<file path="src/rtl/core/ctl_pkg.sv">
`timescale 1ns / 1ps
package ctl_pkg;
   typedef enum logic [2:0] {
      ST_IDLE,
      ST_MUL,
      ST_DSET,
      ST_DIV,
      ST_EVAL,
      ST_OUT
   } state_type;

   localparam logic [1:0] STATUS_OK   = 2'd0;
   localparam logic [1:0] STATUS_ERR  = 2'd1;
   localparam logic [1:0] STATUS_PREV = 2'd2;
   localparam logic [32:0] U32_MAX = 33'h0ffffffff;

   typedef struct packed {
      logic load;
      logic mul_step;
      logic div_start;
      logic div_step;
      logic eval;
   } cmd_type;

   typedef struct packed {
      logic mul_done;
      logic div_done;
      logic last;
   } sts_type;
endpackage

</file>
<file path="src/rtl/core/ctl_ctrl.sv">
`timescale 1ns / 1ps
module ctl_ctrl (
   input  logic             clock,
   input  logic             reset,
   input  logic             req_valid,
   output logic             req_ready,
   output logic             rsp_valid,
   input  logic             rsp_ready,
   output ctl_pkg::cmd_type cmd,
   input  ctl_pkg::sts_type sts
);
   import ctl_pkg::*;

   state_type state_ff, state_in;

   // next state
   always_comb begin
      state_in = state_ff;
      case (state_ff)
         ST_IDLE: if (req_valid) state_in = ST_MUL;
         ST_MUL: if (sts.mul_done) state_in = sts.last ? ST_DSET : ST_EVAL;
         ST_DSET: state_in = ST_DIV;
         ST_DIV: if (sts.div_done) state_in = ST_EVAL;
         ST_EVAL: state_in = ST_OUT;
         ST_OUT: if (rsp_ready) state_in = ST_IDLE;
         default: state_in = ST_IDLE;
      endcase
   end

   // outputs
   always_comb begin
      cmd = '0;
      req_ready = 1'b0;
      rsp_valid = 1'b0;
      case (state_ff)
         ST_IDLE: begin
            req_ready = 1'b1;
            cmd.load = req_valid;
         end
         ST_MUL: cmd.mul_step = 1'b1;
         // load the divider once the offset product is complete
         ST_DSET: cmd.div_start = 1'b1;
         ST_DIV: cmd.div_step = 1'b1;
         ST_EVAL: cmd.eval = 1'b1;
         ST_OUT: rsp_valid = 1'b1;
         default: ;
      endcase
   end

   always_ff @(posedge clock) begin
      if (reset) state_ff <= ST_IDLE;
      else state_ff <= state_in;
   end
endmodule

</file>
<file path="src/rtl/core/ctl_dp.sv">
`timescale 1ns / 1ps
module ctl_dp #(
   parameter int OFFSET_BITS = 48
) (
   input  logic             clock,
   input  logic             reset,
   input  ctl_pkg::cmd_type cmd,
   output ctl_pkg::sts_type sts,
   input  logic             csr_write_enable,
   input  logic [47:0]      csr_write_data,
   input  logic [11:0]      req_sector_bytes,
   input  logic             req_has_index_zero,
   input  logic [31:0]      req_index_zero_pos,
   input  logic             req_has_index_one,
   input  logic [31:0]      req_index_one_pos,
   input  logic [31:0]      req_extra_pregap,
   input  logic [31:0]      req_extra_postgap,
   input  logic [31:0]      req_next_begin_pos,
   input  logic             req_is_last_track,
   output logic [1:0]       rsp_status,
   output logic [31:0]      rsp_pregap_first_sector,
   output logic [31:0]      rsp_track_start_sector,
   output logic [31:0]      rsp_visible_pregap_len,
   output logic [47:0]      rsp_pregap_byte_offset,
   output logic [47:0]      rsp_start_byte_offset,
   output logic [31:0]      rsp_index_zero_logical,
   output logic [31:0]      rsp_track_end_sector,
   output logic [31:0]      rsp_track_data_sectors,
   output logic [47:0]      rsp_end_byte_offset,
   output logic [31:0]      rsp_image_end_sector,
   output logic [31:0]      rsp_total_sectors
);
   import ctl_pkg::*;

   localparam int OB = OFFSET_BITS;
   localparam int PB = OB + 12;
   localparam int CW = $clog2(OB + 1);

   logic [OB-1:0] fsize_ff, bcur_ff;
   logic [31:0]   lcur_ff;
   logic          first_ff, failed_ff;

   // latched request
   logic [11:0] ss_ff;
   logic        h0_ff, h1_ff, last_ff;
   logic [31:0] i0_ff, i1_ff, pre_ff, post_ff, nfb_ff;

   // shift-add multiplier: three products, 12-bit multiplicand
   logic [31:0] ma_ff, mb_ff, mc_ff;   // fb, fpg, fs multipliers
   logic [PB-1:0] pa_ff, pb_ff, pc_ff;
   logic [5:0]  mcnt_ff;

   // restoring divider
   logic [OB-1:0] q_ff;
   logic [12:0]   r_ff;
   logic [CW-1:0] dcnt_ff;

   logic [31:0] fb, fpg_w, fs_w;
   assign fb = req_has_index_zero ? req_index_zero_pos : req_index_one_pos;
   assign fpg_w = req_index_one_pos - fb;
   assign fs_w = req_next_begin_pos - fb;

   logic [31:0] fbl;
   assign fbl = h0_ff ? i0_ff : i1_ff;

   // offset for this track, remainder for divide
   logic [PB:0] off_w;
   assign off_w = first_ff ? {1'b0, pa_ff} : {{(PB-OB+1){1'b0}}, bcur_ff};
   logic [PB:0] remain_w;
   assign remain_w = {{(PB-OB+1){1'b0}}, fsize_ff} - off_w;

   assign sts.mul_done = mcnt_ff == 6'd31;
   assign sts.div_done = dcnt_ff == CW'(OB - 1);
   assign sts.last = last_ff;

   logic [12:0] rsh;
   assign rsh = {r_ff[11:0], q_ff[OB-1]};

   always_ff @(posedge clock) begin
      if (cmd.load) begin
         ss_ff <= req_sector_bytes;
         h0_ff <= req_has_index_zero;
         h1_ff <= req_has_index_one;
         last_ff <= req_is_last_track;
         i0_ff <= req_index_zero_pos;
         i1_ff <= req_index_one_pos;
         pre_ff <= req_extra_pregap;
         post_ff <= req_extra_postgap;
         nfb_ff <= req_next_begin_pos;
         ma_ff <= fb;
         mb_ff <= fpg_w;
         mc_ff <= fs_w;
         pa_ff <= '0;
         pb_ff <= '0;
         pc_ff <= '0;
         mcnt_ff <= '0;
      end else if (cmd.mul_step) begin
         // accumulate from the high multiplier bit down
         pa_ff <= (pa_ff << 1) + (ma_ff[31] ? PB'(ss_ff) : '0);
         pb_ff <= (pb_ff << 1) + (mb_ff[31] ? PB'(ss_ff) : '0);
         pc_ff <= (pc_ff << 1) + (mc_ff[31] ? PB'(ss_ff) : '0);
         ma_ff <= ma_ff << 1;
         mb_ff <= mb_ff << 1;
         mc_ff <= mc_ff << 1;
         mcnt_ff <= mcnt_ff + 6'd1;
      end
      if (cmd.div_start) begin
         q_ff <= remain_w[OB-1:0];
         r_ff <= '0;
         dcnt_ff <= '0;
      end else if (cmd.div_step) begin
         if (rsh >= {1'b0, ss_ff}) begin
            r_ff <= rsh - {1'b0, ss_ff};
            q_ff <= {q_ff[OB-2:0], 1'b1};
         end else begin
            r_ff <= rsh;
            q_ff <= {q_ff[OB-2:0], 1'b0};
         end
         dcnt_ff <= dcnt_ff + CW'(1);
      end
   end

   // evaluate layout
   logic        err;
   logic [32:0] fpg, fs, ts, vp, start, endsec0, endsec, pos0;
   logic [PB:0] endoff, stoff;
   always_comb begin
      err = 1'b0;
      fpg = {1'b0, i1_ff} - {1'b0, fbl};
      if (first_ff && pa_ff > PB'(fsize_ff)) err = 1'b1;
      if (!h1_ff || ss_ff == '0) err = 1'b1;
      if (i1_ff < fbl) err = 1'b1;
      if (!last_ff) begin
         fs = {1'b0, nfb_ff} - {1'b0, fbl};
         endoff = off_w + {1'b0, pc_ff};
         if (nfb_ff <= fbl || nfb_ff < i1_ff) err = 1'b1;
         if (endoff > {{(PB-OB+1){1'b0}}, fsize_ff}) err = 1'b1;
      end else begin
         fs = q_ff[32:0];
         endoff = {{(PB-OB+1){1'b0}}, fsize_ff};
         if (off_w > {{(PB-OB+1){1'b0}}, fsize_ff}) err = 1'b1;
         if (r_ff != '0) err = 1'b1;
         if (OB > 32 && (q_ff >> 32) != '0) err = 1'b1;
      end
      if (fs <= fpg) err = 1'b1;
      ts = fs - fpg;
      if ({1'b0, pre_ff} > U32_MAX - fpg) err = 1'b1;
      vp = first_ff ? 33'd0 : {1'b0, pre_ff} + fpg;
      if (U32_MAX - {1'b0, lcur_ff} < vp) err = 1'b1;
      start = {1'b0, lcur_ff} + vp;
      pos0 = (!first_ff && h0_ff) ? {1'b0, lcur_ff} + {1'b0, pre_ff} : 33'd0;
      if (U32_MAX - start < ts - 33'd1) err = 1'b1;
      endsec0 = start + ts - 33'd1;
      if (U32_MAX - endsec0 < {1'b0, post_ff}) err = 1'b1;
      endsec = endsec0 + {1'b0, post_ff};
      if (endsec == U32_MAX || {1'b0, fbl} > U32_MAX - (fs - 33'd1)) err = 1'b1;
      stoff = off_w + {1'b0, pb_ff};
   end

   always_ff @(posedge clock) begin
      if (reset) begin
         fsize_ff <= '0;
         bcur_ff <= '0;
         lcur_ff <= '0;
         first_ff <= 1'b1;
         failed_ff <= 1'b0;
      end else begin
         if (csr_write_enable) fsize_ff <= OB'(csr_write_data);
         if (cmd.eval && !failed_ff) begin
            if (err) failed_ff <= 1'b1;
            else begin
               lcur_ff <= endsec[31:0] + 32'd1;
               bcur_ff <= endoff[OB-1:0];
               first_ff <= 1'b0;
            end
         end
      end
   end

   // result register
   always_ff @(posedge clock) begin
      if (cmd.eval) begin
         rsp_status <= failed_ff ? STATUS_PREV : (err ? STATUS_ERR : STATUS_OK);
         if (failed_ff || err) begin
            rsp_pregap_first_sector <= '0;
            rsp_track_start_sector <= '0;
            rsp_visible_pregap_len <= '0;
            rsp_pregap_byte_offset <= '0;
            rsp_start_byte_offset <= '0;
            rsp_index_zero_logical <= '0;
            rsp_track_end_sector <= '0;
            rsp_track_data_sectors <= '0;
            rsp_end_byte_offset <= '0;
            rsp_image_end_sector <= '0;
            rsp_total_sectors <= '0;
         end else begin
            rsp_pregap_first_sector <= lcur_ff;
            rsp_track_start_sector <= start[31:0];
            rsp_visible_pregap_len <= vp[31:0];
            rsp_pregap_byte_offset <= 48'(off_w);
            rsp_start_byte_offset <= 48'(stoff);
            rsp_index_zero_logical <= pos0[31:0];
            rsp_track_end_sector <= endsec[31:0];
            rsp_track_data_sectors <= ts[31:0];
            rsp_end_byte_offset <= 48'(endoff);
            rsp_image_end_sector <= fbl + fs[31:0] - 32'd1;
            rsp_total_sectors <= endsec[31:0] + 32'd1;
         end
      end
   end
endmodule

</file>
<file path="src/rtl/core/cue_track_layout_core.sv">
`timescale 1ns / 1ps
// Cue track layout core: takes one track request at a time and returns its logical
// and byte layout, keeping running sector and byte cursors across requests. After a
// request is accepted, the three shift-add sector-size products are formed, then on
// the last track the serial remainder divide runs (one load step, then one step per
// quotient bit), and then the layout is evaluated into the result registers. The
// next request is accepted in the cycle after the result is taken. Errors are sticky
// until reset. Write image_file_bytes through csr_ only while idle.
module cue_track_layout_core #(
   parameter int OFFSET_BITS = 48
) (
   input  logic        clock,
   input  logic        reset,
   input  logic        csr_write_enable,
   input  logic [47:0] csr_write_data,
   input  logic        req_valid,
   output logic        req_ready,
   input  logic [11:0] req_sector_bytes,
   input  logic        req_has_index_zero,
   input  logic [31:0] req_index_zero_pos,
   input  logic        req_has_index_one,
   input  logic [31:0] req_index_one_pos,
   input  logic [31:0] req_extra_pregap,
   input  logic [31:0] req_extra_postgap,
   input  logic [31:0] req_next_begin_pos,
   input  logic        req_is_last_track,
   output logic        rsp_valid,
   input  logic        rsp_ready,
   output logic [1:0]  rsp_status,
   output logic [31:0] rsp_pregap_first_sector,
   output logic [31:0] rsp_track_start_sector,
   output logic [31:0] rsp_visible_pregap_len,
   output logic [47:0] rsp_pregap_byte_offset,
   output logic [47:0] rsp_start_byte_offset,
   output logic [31:0] rsp_index_zero_logical,
   output logic [31:0] rsp_track_end_sector,
   output logic [31:0] rsp_track_data_sectors,
   output logic [47:0] rsp_end_byte_offset,
   output logic [31:0] rsp_image_end_sector,
   output logic [31:0] rsp_total_sectors
);
   import ctl_pkg::*;

   cmd_type cmd;
   sts_type sts;

   ctl_ctrl u_ctrl (
      .clock(clock), .reset(reset), .req_valid(req_valid), .req_ready(req_ready),
      .rsp_valid(rsp_valid), .rsp_ready(rsp_ready), .cmd(cmd), .sts(sts)
   );

   ctl_dp #(.OFFSET_BITS(OFFSET_BITS)) u_dp (
      .clock(clock), .reset(reset), .cmd(cmd), .sts(sts),
      .csr_write_enable(csr_write_enable), .csr_write_data(csr_write_data),
      .req_sector_bytes(req_sector_bytes), .req_has_index_zero(req_has_index_zero),
      .req_index_zero_pos(req_index_zero_pos), .req_has_index_one(req_has_index_one),
      .req_index_one_pos(req_index_one_pos), .req_extra_pregap(req_extra_pregap),
      .req_extra_postgap(req_extra_postgap), .req_next_begin_pos(req_next_begin_pos),
      .req_is_last_track(req_is_last_track), .rsp_status(rsp_status),
      .rsp_pregap_first_sector(rsp_pregap_first_sector),
      .rsp_track_start_sector(rsp_track_start_sector),
      .rsp_visible_pregap_len(rsp_visible_pregap_len),
      .rsp_pregap_byte_offset(rsp_pregap_byte_offset),
      .rsp_start_byte_offset(rsp_start_byte_offset),
      .rsp_index_zero_logical(rsp_index_zero_logical),
      .rsp_track_end_sector(rsp_track_end_sector),
      .rsp_track_data_sectors(rsp_track_data_sectors),
      .rsp_end_byte_offset(rsp_end_byte_offset),
      .rsp_image_end_sector(rsp_image_end_sector),
      .rsp_total_sectors(rsp_total_sectors)
   );
endmodule
</file>
<file path="config.mk">
export PLATFORM = sky130hd
export DESIGN_NAME = cue_track_layout_core
export DESIGN_NICKNAME = d
export VERILOG_FILES = /design/src/rtl/core/ctl_pkg.sv /design/src/rtl/core/ctl_ctrl.sv /design/src/rtl/core/ctl_dp.sv /design/src/rtl/core/cue_track_layout_core.sv
export SDC_FILE = /design/constraint.sdc
export NUM_CORES = 2
export LEC_CHECK = 0
export CORE_MARGIN = 2
export CORE_UTILIZATION = 55
export DETAILED_ROUTE_END_ITERATION = 12
export DONT_BUFFER_PORTS = 1
export PLACE_DENSITY = 0.7
export SLEW_MARGIN = 20
export SYNTH_ARGS = -nofsm -noshare
export SYNTH_HDL_FRONTEND = slang
export SYNTH_SLANG_ARGS = --single-unit
</file>
<file path="constraint.sdc">
create_clock -name clock -period 30.8 [get_ports clock]
set_input_delay 4.62 -clock clock [delete_from_list [all_inputs] [get_ports clock]]
set_output_delay 4.62 -clock clock [all_outputs]
set_load 0.01 [all_outputs]
</file>
==> metrics.yaml <==
status: "finished clean"
start_util_pct: 55.45
critical_path_cell_count: 60
io_buffers: 0
tns_ns: 0
worst_reg_to_reg_path_cell_count: 60
postSynth.topFlopCell: "edfxtp_1"
grt_overflow_total: 0
final_cell_area_um2: 84340
unrepaired_setup_endpoints_after_global_routing: "false"
areaGrowthSynthToFinish_pct: 7.285
r2r-end: "u_dp.rsp_index_zero_logical[20]"
hpwlAfterDp_um: 216900
synth_area_per_cell_um2: 9.049
pre_repair_dr_iteration_count: 6
worst_hold_startpoint: "u_dp.dcnt_ff[1]"
design.portCount: 632
timing.hold.worst_path_depth: 2
drv_cap: 0
synthXorXnorAreaFrac_pct: 7.481
fp-row-count: 138
synth.top_cell.area_share_pct: 27.54
ys_seq_elements: 1047
track_usage_pct: 36.06
crit_arrival_ns: 15.57
synth-edff-count: 721
viasPerCell: 6.282
worst-path-max-fanout: 189
tritoncts: "yes"
setup_viol: 0
fmaxAchievable_mhz: 66.10
synthesis.yosys.warnings: 0
drt_drc_violations_left: 0
clock-root-buffer: "clkbuf_16"
synth_async_sr_flop_share_pct: 0
gp_routability_congestion: 1.022
timing.final.max_slew_violations: 0
critical-path-max-stage-delay_ns: 0.87
cts-buffers-inserted: 115
finalHoldViolations: 0
period_share_pct: 49.12
core_area_um2: 141800
cts.repair_timing.setup_buffer_count: 0
critical_path.most_common_cell: "ha_1"
synth_top_family_by_area: "compound AO/OA/AOI/OAI gates"
grt_start_max_net_pins: 190
synthMuxAreaShare_pct: 2.540
avgRoutedWirePerCell_um: 25.68
setup_ws_ns: 15.67
die_x_extent_um: 382.1
die_h_um: 382.1
antenna_found_initial: 15
netlist_top_cells_area: "edfxtp_1 (28%), ha_1 (14%), dfxtp_1 (8.3%), xnor2_1 (4.1%), o21ai_0 (3.7%)"
cts.hold.buffers_added: 0
synth_area_in_compound_gates_pct: 17.89
crit_type: "register to register"
initialDrtViolationCount: 6725
placed_cell_area_um2: 80300
critical-path-slowest-cell: "buf_4"
slew_headroom_pct: 18.16
h-tree-depth: 3
yosys.area.top_type: "edfxtp_1"
cp_data_required_time_ns: 31.24
skew_ns: 0.04120
synth_fa_ha_area_share_pct: 14.88
syn-num-nets: 9839
die_area_um2: 146000
synthSimpleGateAreaFrac_pct: 16.62
cts.reportedPaths.clkPinSlew_ns: 0.06
yosysUniqueCellTypes: 102
worst_setup_path_end_kind: "register"
final_period_minus_worst_setup_slack_ns: 15.13
tightest_slew_ns: 1.228
grt_pass1_wl_um: 398800
setup.worst_path.start_class: "register"
synth_area_um2: 78610
holdPathEnd: "u_dp.dcnt_ff[1]"
cts_resized: 0
pre_cts_slack_ns: 16.04
synth_seq_area_share_pct: 35.84
fin_worst_hold_slack_ns: 0.4683
worst_hold_path_type: "register to register"
worst_skew_pair.late_latency_ns: 0.77
clock_sinks: 1047
num_vias: 66440
final_layout_size_suffix_gt1_share_pct: 4.963
number_of_global_route_vias_before_repair: 62050
timing.critical_path.buf_inv: 8
ff2ff_setup_slack_ns: 15.67
finalWirelength_um: 271500
timing.rr.start: "u_dp.h0_ff"
worst_path_dominant_cell_family: "compound AO/OA/AOI/OAI gates"
cts_buffer_depth: 3
postRouteAntennaNets: 0
fin_nets: 9717
post_synthesis_instance_total: 8687
worst reg2reg max path, delay by kind of cell (launching register included):
kind | cells | cell delay, ns
AO/OA/AOI/OAI | 21 | 4.49
XOR/XNOR | 5 | 1.30
adder cells (fa/ha/maj) | 7 | 2.19
buffers and inverters | 8 | 2.57
flip-flops | 1 | 0.33
multiplexers | 1 | 0.35
AND/OR/NAND/NOR | 18 | 3.56
per-layer routing:
layer	up-vias	global-route usage [%]	share of wire (%)
met4	0	16.98	5.2
met2	3161	54.75	43
met5	-	0	0
met1	31740	49.45	42
met3	540	6.988	9.7
li1	30990	-	-
cells in the final DEF, fill, tap and decap left out, drive strengths merged, types with 90 or more instances in the layout:
cell,Yosys,layout
a21o,270,270
clkbuf,241,150
nor2,755,755
nor2b,97,97
a21oi,526,526
nand3,208,208
and2,90,90
edfxtp,721,721
xnor2,372,372
nand4,103,103
ha,906,906
inv,683,692
o21ai,590,590
nor3,161,161
nand2,755,755
nand2b,113,113
and3,103,103
xor2,296,296
o21a,148,148
dfxtp,326,326
mux2i,186,186
sequential cells by signal, indices dropped and copies added, names as in the netlist, 48 cells and up:
name	flops
u_dp.bcur_ff	48
u_dp.fsize_ff	48
u_dp.pa_ff	60
u_dp.pb_ff	48
u_dp.pc_ff	60
u_dp.q_ff	48
u_dp.rsp_end_byte_offset	48
u_dp.rsp_pregap_byte_offset	48
u_dp.rsp_start_byte_offset	48
how the worst max path moves through the flow:
| stage | from | endpoint | slack (ns) |
|---|---|---|---|
| 2_1_floorplan | u_ctrl.state_ff[1] | u_dp.lcur_ff[0] | 13.05 |
| 3_3_place_gp | u_dp.h0_ff | u_dp.rsp_image_end_sector[5] | 16.28 |
| 3_5_place_dp | u_dp.h0_ff | u_dp.rsp_index_zero_logical[11] | 16.04 |
| 4_1_cts | u_dp.h0_ff | u_dp.rsp_index_zero_logical[20] | 15.99 |
| 5_1_grt | u_dp.h0_ff | u_dp.rsp_image_end_sector[6] | 14.60 |
| 6_report | u_dp.h0_ff | u_dp.rsp_index_zero_logical[20] | 15.67 |
metrics by stage:
step	instances	utilization (%)
after floorplan	8687	-
after global routing	10570	59.48
after global placement	10340	56.64
after detailed placement	10340	56.64
after CTS	10550	59.46
final	10580	59.49
layout make-up:
| class | count | area (um^2) |
|---|---|---|
| multi-input cells | 6665 | 46770 |
| well taps | 1890 | 2365 |
| clock inverters | 66 | 868.3 |
| flip-flops and latches | 1047 | 28180 |
| inverters | 683 | 2575 |
| diodes | 21 | 52.55 |
| repair buffers | 53 | 410.4 |
| clock buffers | 150 | 3119 |
| fillers | 12410 | 57420 |
cells in the mapped netlist, types with 88 or more instances:
library cell	number
dfxtp_1	326
and2_1	88
nand2_1	754
inv_1	681
xnor2_1	371
nand2b_1	113
nor3_1	161
ha_1	906
xor2_1	296
and3_1	103
clkbuf_1	241
o21a_1	148
nor2_1	754
edfxtp_1	721
a21oi_1	522
o21ai_0	585
nand3_1	208
nand4_1	103
nor2b_1	97
mux2i_1	186
a21o_1	270
cells by family (layout without fill, tap and decap cells):
logic type               after synthesis  in the layout
AO/OA/AOI/OAI                       2184           2184
XOR/XNOR                             669            669
adder cells (fa/ha/maj)              924            924
buffers and inverters                975            952
flip-flops                          1047           1047
multiplexers                         198            198
other                                  0             21
AND/OR/NAND/NOR                     2690           2690
Power is not shown: default switching activity piles up to over one toggle a cycle in this logic, so the estimate is an artifact.
